### src/design/indexed_framebuffer_palette_engine_unit_assert.svh
// Assertion macros shared by the frame buffer engine modules.
`ifndef INDEXED_FRAMEBUFFER_PALETTE_ENGINE_UNIT_ASSERT_SVH
`define INDEXED_FRAMEBUFFER_PALETTE_ENGINE_UNIT_ASSERT_SVH

// Checked property with the reset as disable condition.
`define IFPE_ASSERT(name, clk, rstn, prop, msg) \
    name: assert property (@(posedge clk) disable iff (!rstn) prop) else $error(msg);

// Checked property that also holds during reset.
`define IFPE_ASSERT_ALWAYS(name, clk, prop, msg) \
    name: assert property (@(posedge clk) prop) else $error(msg);

`endif

### src/design/ifpe_pkg.sv
// Shared constants, codes and command type of the frame buffer engine.
package ifpe_pkg;

    localparam int WIDTH      = 240;
    localparam int HEIGHT     = 240;
    localparam int STORE_SIZE = WIDTH * HEIGHT;
    localparam int ADDR_W     = $clog2(STORE_SIZE);
    localparam int MAX_ADDR   = 255 * WIDTH + 255 + 254 * WIDTH;
    localparam int EXT_W      = $clog2(MAX_ADDR + 1);
    localparam int PAL_DEPTH  = 256;

    localparam int FIFO_DEPTH = 4;
    localparam int PTR_W      = $clog2(FIFO_DEPTH);
    localparam int CNT_W      = $clog2(FIFO_DEPTH + 1);

    typedef enum logic [2:0] {
        OP_PUT    = 3'd0,
        OP_FILL_H = 3'd1,
        OP_FILL_V = 3'd2,
        OP_READ   = 3'd3,
        OP_PAL_WR = 3'd4
    } op_t;

    typedef enum logic [1:0] {
        CMD_FILL_H,
        CMD_FILL_V,
        CMD_READ,
        CMD_PAL_WR
    } cmd_kind_t;

    typedef struct packed {
        cmd_kind_t          kind;
        logic [EXT_W-1:0]   addr;
        logic [7:0]         count;
        logic [7:0]         color_index;
        logic [15:0]        palette_color;
    } cmd_t;

endpackage

### src/design/ifpe_front.sv
// Front end: accepts input beats, decodes them and forms queue commands.
module ifpe_front (
    input  logic [2:0]      s_operation,
    input  logic [7:0]      s_x_pos,
    input  logic [7:0]      s_y_pos,
    input  logic [7:0]      s_run_length,
    input  logic [7:0]      s_color_index,
    input  logic [15:0]     s_palette_color,
    input  logic            accept,
    output logic            push,
    output ifpe_pkg::cmd_t  push_cmd
);
    import ifpe_pkg::*;

    logic [EXT_W-1:0] base;

    assign base = EXT_W'(s_y_pos) * EXT_W'(WIDTH) + EXT_W'(s_x_pos);

    always_comb begin
        push_cmd.kind          = CMD_FILL_H;
        push_cmd.addr          = base;
        push_cmd.count         = s_run_length;
        push_cmd.color_index   = s_color_index;
        push_cmd.palette_color = s_palette_color;
        push                   = 1'b0;
        unique case (s_operation)
            OP_PUT: begin
                push_cmd.count = 8'd1;
                push           = accept;
            end
            OP_FILL_H: begin
                push = accept && (s_run_length != 8'd0);
            end
            OP_FILL_V: begin
                push_cmd.kind = CMD_FILL_V;
                push          = accept && (s_run_length != 8'd0);
            end
            OP_READ: begin
                push_cmd.kind = CMD_READ;
                push          = accept;
            end
            OP_PAL_WR: begin
                push_cmd.kind = CMD_PAL_WR;
                push          = accept;
            end
            default: begin
                push = 1'b0;
            end
        endcase
    end

endmodule

### config.mk
export PLATFORM = sky130hd
export DESIGN_NAME = ifpe_front
export DESIGN_NICKNAME = d
export VERILOG_FILES = /design/src/design/indexed_framebuffer_palette_engine_unit_assert.svh /design/src/design/ifpe_pkg.sv /design/src/design/ifpe_front.sv
export SDC_FILE = /design/constraint.sdc
export NUM_CORES = 1
export LEC_CHECK = 0
export BUFFER_PORTS_ARGS = -buffer_cell sky130_fd_sc_hd__buf_2
export CAP_MARGIN = 20
export CELL_PAD_IN_SITES_DETAIL_PLACEMENT = 0
export CELL_PAD_IN_SITES_GLOBAL_PLACEMENT = 1
export CORE_UTILIZATION = 31
export DETAILED_ROUTE_END_ITERATION = 12
export GPL_ROUTABILITY_DRIVEN = 0
export GPL_TIMING_DRIVEN = 0
export PLACE_DENSITY = 0.95
export REMOVE_ABC_BUFFERS = 1
export SLEW_MARGIN = 5
export SYNTH_ARGS = -nofsm -noshare
export SYNTH_HDL_FRONTEND = slang
export SYNTH_SLANG_ARGS = --single-unit
### constraint.sdc
create_clock -name vclk -period 8.61
set_input_delay 0.4305 -clock vclk [all_inputs]
set_output_delay 0.4305 -clock vclk [all_outputs]
set_load 0.02 [all_outputs]
==> run metrics <==
Final Slew Violations=0; crit start category=input port; fmax=about 240 MHz; PD cells=204 mW/mm^2; hold path startpoint=s_palette_color[0]; DRC=0; slowest CP cell=or4_4; Initial Utilization=0.324; antenna diode count=0; post-CTS sizing=0; # fillers=approximately 470; Crit path largest cell delay=approximately 560 ps; I/O pin cnt=between 100 and 150; share of layout cells above drive strength 1=0.294; RSZ-0062 raised after global routing=no; Area Growth Syn to Fin=6.68%; crit path DAT=approximately 3800 ps; CP Capture Type=primary output; synthesized area per cell=roughly 8.2 um^2; Crit Path Max Fanout=5; die area=~0.0049 mm^2; post-synthesis sequential area ratio=0; initial antenna violation count=0; Fin. Hold Viols=0; Relative slew margins=0.498; # Max-Cap Violations=0; Post-Layout Cell Count=246; post-CTS setup buffer count=0; min Tclk post-route=4240 ps; vias in the first global route=1127; Warnings, synthesis=0; post-route clock period utilization=0.492; CP required=a little over 8000 ps; post-DR wirelength/cell=between 10 and 15 um; setup ws final=roughly 4400 ps; leakage power=roughly 0.81 nW; seq_cells=0; Gate Count Post-Synth=174; run status=completed; WHS Path Cells=0; cells along the critical path=buf_2, inv_1, fa_1, fa_1, inv_1, ha_1, a21o_1, a21o_1, o21ai_2, nand2_2, or4_4, xor2_1, buf_2; worst-case vdd ir drop=slightly below 90 uV; hold_buf cts=0; Vias=roughly 1200; Die X=between 60 and 70 um; num rows=24; Syn Std Cell Area=roughly 0.0014 mm^2; Worst Tran Pin Value=747 ps; grt ovf=0; register area=0 um^2; CP Class=input port to primary output; 1st-pass router iterations=4; count of final setup violators=0; dpl ws=roughly 4300 ps; number of library cell types mapped by synthesis=37; fin nets=between 200 and 300; Hold Crit Class=input port to primary output; TNS Setup=0 ps; final WL=3280 um; Critical Path Start=s_y_pos[5]; hpwl dp=~2900 um; first-pass GRT wire length=between 5000 and 6000 um; Port-buffer cells=between 40 and 50; hold path endpoint=push_cmd[0]; Initial DRC Count=24; Die H=69.7 um; Overall Global Routing Usage=0.135; Design Power=slightly above 0.3 mW; area of the multi-input gates=about 0.0011 mm^2; placed cells=246; post-route ant nets=0; Core Footprint=approximately 0.0044 mm^2; number of clock buffers in the layout=0; pin count of the biggest net entering global routing=9; Vias/cell=roughly 4.8
cell type report:
| class | count | share of cell area |
|---|---|---|
| Multi-Input combinational cell | 119 | 0.732 |
| Inverter | 27 | 0.0668 |
| Timing Repair Buffer | 48 | 0.158 |
| Tap cell | 52 | 0.0429 |
worst max-delay path: cells and delay by family:
family / cells / cell delay (ps)
buffers and inverters: 4 / 550
AO/OA/AOI/OAI: 3 / 620
XOR/XNOR: 1 / 180
adder cells (fa/ha/maj): 3 / 1380
AND/OR/NAND/NOR: 2 / 640
Yosys cell counts (all sizes together) (2+ instances only):
library cell	number	area share
a21o	6	0.032
a21oi	10	0.035
a31oi	2	0.013
buf	28	0.15
fa	14	0.20
ha	19	0.17
inv	27	0.071
nand2	5	0.015
nand2b	2	0.0088
nand3	4	0.014
nand4	2	0.0088
nand4b	2	0.023
nor2	7	0.018
nor2b	8	0.035
nor3	2	0.011
nor4	3	0.013
o211ai	2	0.011
o21a	2	0.011
o21ai	3	0.013
o22ai	2	0.0088
or2	2	0.0088
xnor2	11	0.073
xor2	4	0.025
routing by layer:
layer / track usage / routed length (um)
met1: 0.187 / 1540
met2: 0.190 / 1310
met3: 0.0814 / 425
met4: 0 / 0
met5: 0.0222 / 0
where the power goes:
part | internal, mW | total (mW) | switching, mW | leakage [nW]
Clock | 0 | 0 | 0 | 0
Sequential | 0 | 0 | 0 | 0
Combinational | 0.123 | 0.309 | 0.187 | 0.806
Total | 0.123 | 0.309 | 0.187 | 0.806
cells in the final DEF (no fill, tap or decap), drive strengths merged, types with 3 or more instances in the layout:
cell type   n
nor4        3
nand3       4
xnor2      11
fa         14
xor2        4
buf        48
o21ai       3
ha         19
a21o        6
nor2        7
a21oi      10
nor2b       8
nand2       5
inv        27
logic make-up after synthesis:
family	share of synthesized area
simple gates	0.183
xor+xnor	0.0976
compound gates	0.136
buf+inv	0.219
fa+ha+maj	0.364
how the worst max path moves through the flow:
stage	endpoint	slack, ps	cells after the start
3_3_place_gp	push_cmd[46]	4370	13
2_1_floorplan	push_cmd[46]	4580	11
3_5_place_dp	push_cmd[46]	4350	13
5_1_grt	push_cmd[46]	4160	13
4_1_cts	push_cmd[46]	4340	13
6_report	push_cmd[46]	4370	13
stage by stage:
stage                      util  hold slack, ps  area, um^2
after floorplan               -             861        1210
after global placement    0.346             861        1520
after detailed placement  0.346             861        1520
after CTS                 0.346             861        1520
after global routing      0.346             861        1520
final                     0.346             861        1520
Power figures use the tool's default switching activity.
