[src/design/indexed_framebuffer_palette_engine_unit_assert.svh]
// Assertion macros shared by the frame buffer engine modules.
`ifndef INDEXED_FRAMEBUFFER_PALETTE_ENGINE_UNIT_ASSERT_SVH
`define INDEXED_FRAMEBUFFER_PALETTE_ENGINE_UNIT_ASSERT_SVH

// Checked property with the reset as disable condition.
`define IFPE_ASSERT(name, clk, rstn, prop, msg) \
    name: assert property (@(posedge clk) disable iff (!rstn) prop) else $error(msg);

// Checked property that also holds during reset.
`define IFPE_ASSERT_ALWAYS(name, clk, prop, msg) \
    name: assert property (@(posedge clk) prop) else $error(msg);

`endif

[src/design/ifpe_pkg.sv]
// Shared constants, codes and command type of the frame buffer engine.
package ifpe_pkg;

    localparam int WIDTH      = 240;
    localparam int HEIGHT     = 240;
    localparam int STORE_SIZE = WIDTH * HEIGHT;
    localparam int ADDR_W     = $clog2(STORE_SIZE);
    localparam int MAX_ADDR   = 255 * WIDTH + 255 + 254 * WIDTH;
    localparam int EXT_W      = $clog2(MAX_ADDR + 1);
    localparam int PAL_DEPTH  = 256;

    localparam int FIFO_DEPTH = 4;
    localparam int PTR_W      = $clog2(FIFO_DEPTH);
    localparam int CNT_W      = $clog2(FIFO_DEPTH + 1);

    typedef enum logic [2:0] {
        OP_PUT    = 3'd0,
        OP_FILL_H = 3'd1,
        OP_FILL_V = 3'd2,
        OP_READ   = 3'd3,
        OP_PAL_WR = 3'd4
    } op_t;

    typedef enum logic [1:0] {
        CMD_FILL_H,
        CMD_FILL_V,
        CMD_READ,
        CMD_PAL_WR
    } cmd_kind_t;

    typedef struct packed {
        cmd_kind_t          kind;
        logic [EXT_W-1:0]   addr;
        logic [7:0]         count;
        logic [7:0]         color_index;
        logic [15:0]        palette_color;
    } cmd_t;

endpackage

[src/design/ifpe_fifo.sv]
// Short command queue between the front end and the execution back end.
`include "indexed_framebuffer_palette_engine_unit_assert.svh"
module ifpe_fifo (
    input  logic            aclk,
    input  logic            aresetn,
    input  logic            push,
    input  ifpe_pkg::cmd_t  push_cmd,
    output logic            full,
    input  logic            pop,
    output logic            pop_valid,
    output ifpe_pkg::cmd_t  pop_cmd
);
    import ifpe_pkg::*;

    cmd_t             slots_reg [FIFO_DEPTH];
    logic [PTR_W-1:0] wr_ptr_reg, wr_ptr_next;
    logic [PTR_W-1:0] rd_ptr_reg, rd_ptr_next;
    logic [CNT_W-1:0] count_reg, count_next;
    logic             do_pop;

    assign full      = (count_reg == CNT_W'(FIFO_DEPTH));
    assign pop_valid = (count_reg != '0);
    assign pop_cmd   = slots_reg[rd_ptr_reg];
    assign do_pop    = pop && pop_valid;

    always_comb begin
        wr_ptr_next = wr_ptr_reg;
        rd_ptr_next = rd_ptr_reg;
        count_next  = count_reg;
        if (push) begin
            wr_ptr_next = (wr_ptr_reg == PTR_W'(FIFO_DEPTH - 1)) ? '0 : wr_ptr_reg + 1'b1;
        end
        if (do_pop) begin
            rd_ptr_next = (rd_ptr_reg == PTR_W'(FIFO_DEPTH - 1)) ? '0 : rd_ptr_reg + 1'b1;
        end
        if (push && !do_pop) begin
            count_next = count_reg + 1'b1;
        end else if (!push && do_pop) begin
            count_next = count_reg - 1'b1;
        end
    end

    always_ff @(posedge aclk) begin
        if (!aresetn) begin
            wr_ptr_reg <= '0;
            rd_ptr_reg <= '0;
            count_reg  <= '0;
        end else begin
            wr_ptr_reg <= wr_ptr_next;
            rd_ptr_reg <= rd_ptr_next;
            count_reg  <= count_next;
        end
    end

    always_ff @(posedge aclk) begin
        if (push) begin
            slots_reg[wr_ptr_reg] <= push_cmd;
        end
    end

    `IFPE_ASSERT(a_fifo_bound, aclk, aresetn, count_reg <= CNT_W'(FIFO_DEPTH), "queue overfilled")
    `IFPE_ASSERT(a_fifo_grow, aclk, aresetn, (push && !do_pop) |=> (count_reg == $past(count_reg) + 1'b1), "queue count did not grow")
    `IFPE_ASSERT(a_fifo_shrink, aclk, aresetn, (!push && do_pop) |=> (count_reg == $past(count_reg) - 1'b1), "queue count did not shrink")

endmodule

[config.mk]
export PLATFORM = sky130hd
export DESIGN_NAME = ifpe_fifo
export DESIGN_NICKNAME = d
export VERILOG_FILES = /design/src/design/ifpe_pkg.sv /design/src/design/ifpe_fifo.sv
export VERILOG_INCLUDE_DIRS = /design/src /design/src/design
export SDC_FILE = /design/constraint.sdc
export NUM_CORES = 1
export LEC_CHECK = 0
export CAP_MARGIN = 20
export CORE_ASPECT_RATIO = 0.6
export CORE_MARGIN = 10
export CORE_UTILIZATION = 55
export DETAILED_ROUTE_END_ITERATION = 10
export DONT_BUFFER_PORTS = 1
export HOLD_SLACK_MARGIN = 0.08
export PLACE_DENSITY = 0.74
export SYNTH_ARGS = -nofsm -noshare
export SYNTH_HDL_FRONTEND = slang
export SYNTH_SLANG_ARGS = --single-unit
export TNS_END_PERCENT = 20
[constraint.sdc]
create_clock -name aclk -period 3 [get_ports aclk]
set_input_delay 0.6 -clock aclk [delete_from_list [all_inputs] [get_ports aclk]]
set_output_delay 0.6 -clock aclk [all_outputs]
set_load 0.005 [all_outputs]
==> summary by stage, run 1 <==
CTS
The clock tree from TritonCTS is yes. Counting along the longest clock path gives a buffer depth of 3. The number of hold buffers added after cts is 0.

The clock latency on the worst-skew pair is ~0.47 ns. Clock-pin slew was measured on the worst setup and hold paths at approximately 0.06 ns. The maximum level of the CTS H-tree is 1. Once the clock tree was built, the resizer swapped 0 gates to a different size.

The tree built by TritonCTS fans out to approximately 210 sinks. The cell sitting at the root of the clock tree is a sky130_fd_sc_hd__clkbuf_16. The number of buffers inserted by post-CTS setup repair is 0. The number of clock buffers added by TritonCTS is 19.

Timing
Setup repair after global routing left no endpoint under its margin. The final count of negative-setup-slack endpoints is 0. The transition time at the pin with the least slew margin is approximately 0.65 ns.

The worst-case headroom to the max-slew limit is 0.566. The worst clock skew is 0.0131 ns. The number of slew-limit violations in the final report is 0. The share of the clock period used by the worst path is 0.852. The post-route setup TNS is 0 ns.

The final count of hold timing violations came to 0. The highest attainable clock frequency is roughly 390 MHz. For the finished layout, the period the worst path requires is 2.56 ns.

Power
For this design the ratio of total power to cell area is ~800 nW/um^2. Across the VDD grid, the largest voltage drop is 422 uV. Total power for the finished layout comes to about 6.9 mW.

The static leakage is 2.71 nW.

Finish
The final layout contains 393 nets. The share of final-layout standard cells stronger than drive strength 1 is 0.259. Relative to the synthesized area, the layout overhead comes to 10.7%. The design area is approximately 8700 um^2. The layout has 937 filler cells. At the end of the flow the core is filled with cells to 0.630. Summing all multi-input logic gate instances after layout gives between 1000 and 1500 um^2. Registers take 6310 um^2. The flip-flop count of the largest register after layout is just over 200.

0 antenna diodes ended up in the layout.

Worst setup path
Data on the critical path arrives at its endpoint at 1.96 ns. The critical path in this run is classified as reg2out. The largest individual stage delay along the critical path comes from the cell sky130_fd_sc_hd__dfxtp_4. The type of origin of the critical path is a flip-flop. The highest net fanout along the worst path is 20.

STA classifies the critical path endpoint as an output pin. The cell family contributing the most delay on the critical path is flip-flops. Counting both buffers and inverters, the worst setup path holds a total of 1. The critical path goes through buf_4, mux4_2. The maximum cell stage delay along the critical path is just over 0.6 ns. The critical path required time is between 2 and 2.5 ns.

Synth
Synthesis handed over a netlist of around 310 instances. The cell with the most instances after synthesis is sky130_fd_sc_hd__edfxtp_1. When the netlist entered floorplanning its net count stood at between 300 and 400. The fraction of registers with async set or reset after synthesis is 0. The warning count from the yosys run is 0. The unique cell type count in the Yosys netlist is 24.

The commonest register cell after synthesis is sky130_fd_sc_hd__edfxtp_1. The number of synthesized register bits is around 210. The library cell occupying the most area in the post-synthesis netlist is sky130_fd_sc_hd__edfxtp_1. In the post-synthesis netlist, the biggest area contributors are sky130_fd_sc_hd__edfxtp_1 (78%), sky130_fd_sc_hd__mux4_2 (14%), sky130_fd_sc_hd__dfxtp_1 (2.3%).

The top-area cell type share of the netlist area is 0.778. Counting flops with a built-in enable in the synthesized netlist gives a little over 200. The average footprint of a synthesized cell is roughly 25 um^2. The cell area that synthesis handed to floorplanning was between 7000 and 8000 um^2.

The fraction of the yosys area taken by sequential cells is 0.801. In the synthesized netlist, the cells that appear most often are sky130_fd_sc_hd__edfxtp_1 (204), sky130_fd_sc_hd__mux4_2 (50), sky130_fd_sc_hd__dfxtp_1 (9).

Detailed routing
In this run, the number of DRC markers left after iteration 0 of detailed routing was around 270. The routed design uses roughly 6300 um of met2 wire. The highest routing layer actually used is met4. The routed wire length on met3 is ~1900 um. The average vias per placed instance is roughly 6.0. The number of design rule violations left after detail routing is 0.

The wire length on met1 is around 5600 um. The length of the first detailed-routing pass in iterations is 4. The count of nets left with antenna violations once routing finished came out at 0. Dividing the detail-routed wire length by the instance count gives ~26 um. The final layout contains routed wiring with a total length of roughly 14000 um. The routed layout has approximately 3200 vias.

Global route
The maximum number of pins on one net before global-route repair is 34. The total overflow left after global routing is 0. The first global-routing pass estimated approximately 21000 um of wire. The number of global-route vias before repair is between 3000 and 4000.

The initial antenna violation count is 0. Across every metal layer, demand over resource in global routing totals 0.142.

Floorplan
In this run the horizontal extent of the chip is between 150 and 200 um. The die boundary height is ~110 um. The area of the core region is around 14000 um^2. The number of rows created at floorplan is 33. The die footprint is roughly 20000 um^2. The effective utilization at floorplan is 0.570. The number of ports placed on the die boundary is 108.

Run status
The run finished with clean final reports.

Worst hold path
The path class of the lowest-slack min-delay path is in2reg.

Placement
The number of I/O port buffers is 0. At the end of routability-driven placement, the weighted congestion stood at slightly above 0.7. Once placement finished, the instance area stood at between 8000 and 9000 um^2. The sum of net half-perimeters after detailed placement is 9030 um.

Job
The tool flagged a number of max-cap violations equal to 0.
==> placed cells by master, fill, tap and decap left out, drive strengths merged <==
cell / n
bufinv: 2
inv: 3
fa: 1
xnor2: 1
dfxtp: 9
mux4: 51
buf: 9
clkinv: 9
and2: 5
ha: 6
nand3: 2
xor2: 1
nor3b: 1
nor2: 2
a21boi: 1
mux2i: 3
nand2: 2
o31ai: 1
or3: 2
clkbuf: 22
edfxtp: 204
nor2b: 3
o21ai: 3
==> kinds of logic (layout without fill, tap and decap cells) <==
logic type	Yosys count	after routing	synth area share
flip-flops	213	213	0.801
multiplexers	54	54	0.150
AND/OR/NAND/NOR	17	17	0.0121
buffers and inverters	15	45	0.0192
adder cells (fa/ha/maj)	7	7	0.0121
AO/OA/AOI/OAI	5	5	0.00381
XOR/XNOR	2	2	0.00222
==> worst register-to-register path, delay by kind of cell, from the launching register on <==
family / cells / cell delay, ns
adders and majority gates: 2 / 0.69
xor gates and xnor gates: 1 / 0.19
buffers and inverters: 1 / 0.07
and+or+nand+nor: 1 / 0.31
DFF: 1 / 0.37
AOI/OAI and AO/OA: 2 / 0.67
==> power breakdown <==
part / switching (mW) / total (mW) / leakage [nW] / internal (mW)
Sequential: 0.147 / 3.58 / 1.95 / 3.43
Clock: 0.982 / 2.31 / 0.287 / 1.33
Combinational: 0.471 / 1.02 / 0.474 / 0.552
==> routing by layer <==
layer  up-vias  global-route usage
met2       119               0.215
met4         0              0.0281
li1       1358                   -
met5         -                   0
met3        21              0.0830
met1      1690               0.174
==> cell type report <==
| class | instances | area share |
|---|---|---|
| inverter | 3 | 0.00129 |
| multi-input combinational | 85 | 0.163 |
| timing repair buffer | 9 | 0.0164 |
| clock inverter | 11 | 0.0116 |
| clock buffer | 22 | 0.0558 |
| tap | 192 | 0.0276 |
| sequential | 213 | 0.724 |
==> final timing paths <==
| path | from | endpoint | slack [ns] | depth (start not counted) |
|---|---|---|---|---|
| setup / recovery | flip-flop | pop_cmd[19] | 0.44 | 2 |
| hold / removal | push_cmd[10] | slots_reg[2][10] | 0.22 | 0 |
| setup reg to reg | count_reg[0] | count_reg[2] | 0.62 | 7 |
| hold reg to reg | count_reg[2] | count_reg[2] | 0.55 | 2 |
==> stage by stage <==
| step | hold WS (ns) | setup slack, ns | std cells |
|---|---|---|---|
| floorplan | 0.478 | 0.769 | 313 |
| global placement | 0.489 | 0.829 | 502 |
| detailed placement | 0.533 | 0.602 | 502 |
| CTS | 0.196 | 0.371 | 535 |
| global route | 0.196 | 0.307 | 535 |
| finish | 0.217 | 0.445 | 535 |
No activity file was read; power rests on OpenSTA's default activity.
==> run 2: changes to the inputs <==
--- a/config.mk
+++ b/config.mk
@@ -9,11 +9,11 @@
 export CAP_MARGIN = 20
 export CORE_ASPECT_RATIO = 0.6
 export CORE_MARGIN = 10
-export CORE_UTILIZATION = 55
+export CORE_UTILIZATION = 40
 export DETAILED_ROUTE_END_ITERATION = 10
 export DONT_BUFFER_PORTS = 1
 export HOLD_SLACK_MARGIN = 0.08
-export PLACE_DENSITY = 0.74
+export PLACE_DENSITY = 0.58
 export SYNTH_ARGS = -nofsm -noshare
 export SYNTH_HDL_FRONTEND = slang
 export SYNTH_SLANG_ARGS = --single-unit
==> summary by stage, run 2 (synthesis gave the netlist of run 1 again) <==
Finish
The number of diodes added for antenna fixing is 0. After filler insertion, the fill cell instance count of the layout stands at approximately 1600. The multi-input combinational cells in the finished layout cover a total of ~1400 um^2. Once layout is complete, the cells apart from fillers number 613. At the end of the flow, the number of nets in the layout was roughly 400. The flip-flop count of the largest register after layout is approximately 200.

The area growth from synthesis to layout is 11.9%. The area taken by flip-flops and latches is approximately 6300 um^2. Leaving out fill and tap cells, the most frequent cell in the layout is sky130_fd_sc_hd__edfxtp_1. The top cell types in the final layout, fill and taps aside, are sky130_fd_sc_hd__edfxtp_1 (204), sky130_fd_sc_hd__mux4_2 (50), sky130_fd_sc_hd__clkbuf_16 (21). In the final layout, the share of cells above drive strength 1 is 0.268.

CTS
Clock latency on the worst-skew pair, taken at its later pin, is ~0.49 ns. The TritonCTS buffer count is 20. The maximum level of the CTS H-tree is 1. For this design, the CTS-stage hold fixing added 0 buffers. The clock-pin slew on the worst setup and hold paths is ~0.060 ns. The number of sinks driven by the clock tree is 213. The clock tree from TritonCTS is yes.

The number of gates resized after cts is 0. The number of buffers inserted by post-CTS setup repair is 0. The root cell of the clock tree is sky130_fd_sc_hd__clkbuf_16.

The maximum buffer depth of the clock tree is 3.

Global route
The met1 routing resource usage after global routing is 0.132. The initial antenna violation count is 0. The number of global-route vias before repair was approximately 3400.

The wire length of the first global-routing pass is between 20000 and 25000 um. The routing usage on met3 is 0.0639. The total congestion overflow after global routing is 0.

The met2 usage is 0.171. The overall global routing resource usage is 0.111. The most crowded layer after global routing is met2. Entering global routing, the biggest net connects 52 pins.

Timing
Setup violations remaining at the end of the flow were counted as 0. The transition time at the pin with the least slew margin is 0.654 ns. The number of slew-limit violations in the final report was 0. The post-route setup TNS is 0 ns.

For this run, the top clock speed supported by timing is 377 MHz. The final count of hold timing violations was 0. In this run the tightest slew margin relative to its limit is 0.564. For the finished layout, the period the worst path requires is roughly 2.7 ns. The worst clock skew is approximately 0.010 ns. Setup repair after global routing left no endpoint under its margin. Dividing the final minimum period by the clock period gives 0.883.

Power
For this design the static power due to leakage is approximately 2.7 nW. The post-layout total power is roughly 7.0 mW. Across the VDD grid, the largest voltage drop is 420 uV.

In this run the power density over the cells is 791 nW/um^2.

Worst setup path
Walking the worst path, the cells encountered are buf_4, mux4_2. Measured in cells, the most critical reg-to-reg path has a length of 7. Along the worst path, the maximum fanout reaches 21.

In this run the critical register-to-register path is launched from count_reg[0]. The critical register-to-register path endpoint is count_reg[2]. The critical path data arrival time is between 2 and 2.5 ns. On the worst path, the slowest cell contributes a delay of 0.63 ns. The slowest cell on the critical path is sky130_fd_sc_hd__dfxtp_4.

The worst path buffer plus inverter count is 1. In this design, the largest share of critical-path delay is due to flip-flops. The kind of capture point of the worst setup path is an output pin. The internal reg-to-reg setup slack is about 0.66 ns. The type of origin of the critical path is a flip-flop. The worst setup path is of the reg2out kind. Data on the critical path is required at its endpoint by ~2.4 ns.

Placement
The wire-length estimate of the detail-placed layout is about 9300 um. The number of placed cells counting well taps is 578. The final RePlAce weighted congestion is between 0.6 and 0.7. During placement, the flow inserted port buffers numbering 0.

Detailed routing
The number of violations reported at the end of detailed-routing iteration 0 is around 180. The length of the first detailed-routing pass in iterations is 4. For this run, design rule violations remaining after detail routing come to 0. For this block, the via count after detailed routing is 3189.

The detail-routed net length per standard cell is roughly 24 um. The average vias per placed instance is around 5.2. The number of antenna-violating nets in the routed design is 0.

The total length of routed wires is 14600 um.

Worst hold path
Counting instances, the worst hold path has a depth of 0. The worst hold path terminates at slots_reg[3][24]. The source of the worst hold timing path is push_cmd[24]. The worst hold path belongs to the class in2reg.

Floorplan
The total area inside the core boundary comes to 19200 um^2. The floorplan has 39 rows. The die boundary height is approximately 130 um.

The floorplan step set the die width to between 200 and 250 um. The floorplan step defined a die boundary enclosing between 20000 and 30000 um^2. In this run the count of I/O pins placed on the die edge is around 110. The effective utilization at floorplan is 0.411.

Job
The max-capacitance violation count is 0.

Run status
The flow ran to the end, and the final reports show no timing, DRC or antenna violations.
-- run 2: how the worst max path moves through the flow --
stage	startpoint	endpoint	slack, ns	depth (start not counted)
3_5_place_dp	count_reg[0]	count_reg[2]	0.67	7
3_3_place_gp	flip-flop	pop_cmd[4]	0.81	2
6_report	flip-flop	pop_cmd[4]	0.35	2
2_1_floorplan	push	slots_reg[0][0]	0.77	1
4_1_cts	flip-flop	pop_cmd[4]	0.24	2
5_1_grt	flip-flop	pop_cmd[7]	0.18	2
-- run 2: metrics by stage --
step	setup slack (ns)	hold slack (ns)	utilization	cell area [um^2]
global placement	0.810	0.491	0.428	8200
detailed placement	0.673	0.533	0.428	8200
floorplan	0.769	0.478	-	7880
finish	0.350	0.202	0.460	8810
CTS	0.244	0.179	0.460	8810
global route	0.184	0.176	0.460	8810
-- run 2: worst reg2reg max path, stage by stage (launching register included) --
cell                       delay, ns
sky130_fd_sc_hd__dfxtp_1        0.37
sky130_fd_sc_hd__o31ai_1        0.54
sky130_fd_sc_hd__ha_1           0.29
sky130_fd_sc_hd__inv_1          0.06
sky130_fd_sc_hd__fa_1           0.37
sky130_fd_sc_hd__xor2_1         0.18
sky130_fd_sc_hd__or3_1          0.30
sky130_fd_sc_hd__a21boi_0       0.16
-- run 2: routing by layer --
metal | share of wire | vias to the layer above
met5 | 0 | -
met2 | 0.46 | 115
met3 | 0.12 | 21
li1 | - | 1369
met4 | 0.018 | 0
met1 | 0.40 | 1684
-- run 2: report_power, final --
group | total (mW) | switching, mW | internal [mW]
Sequential | 3.55 | 0.121 | 3.43
Combinational | 1.04 | 0.503 | 0.538
Clock | 2.39 | 1.02 | 1.36
-- run 2: cell type report --
class | count | area share
sequential | 213 | 0.716
multi-input combinational | 85 | 0.162
clock buffer | 26 | 0.0617
tap | 266 | 0.0378
timing repair buffer | 11 | 0.0136
clock inverter | 9 | 0.00795
inverter | 3 | 0.00128
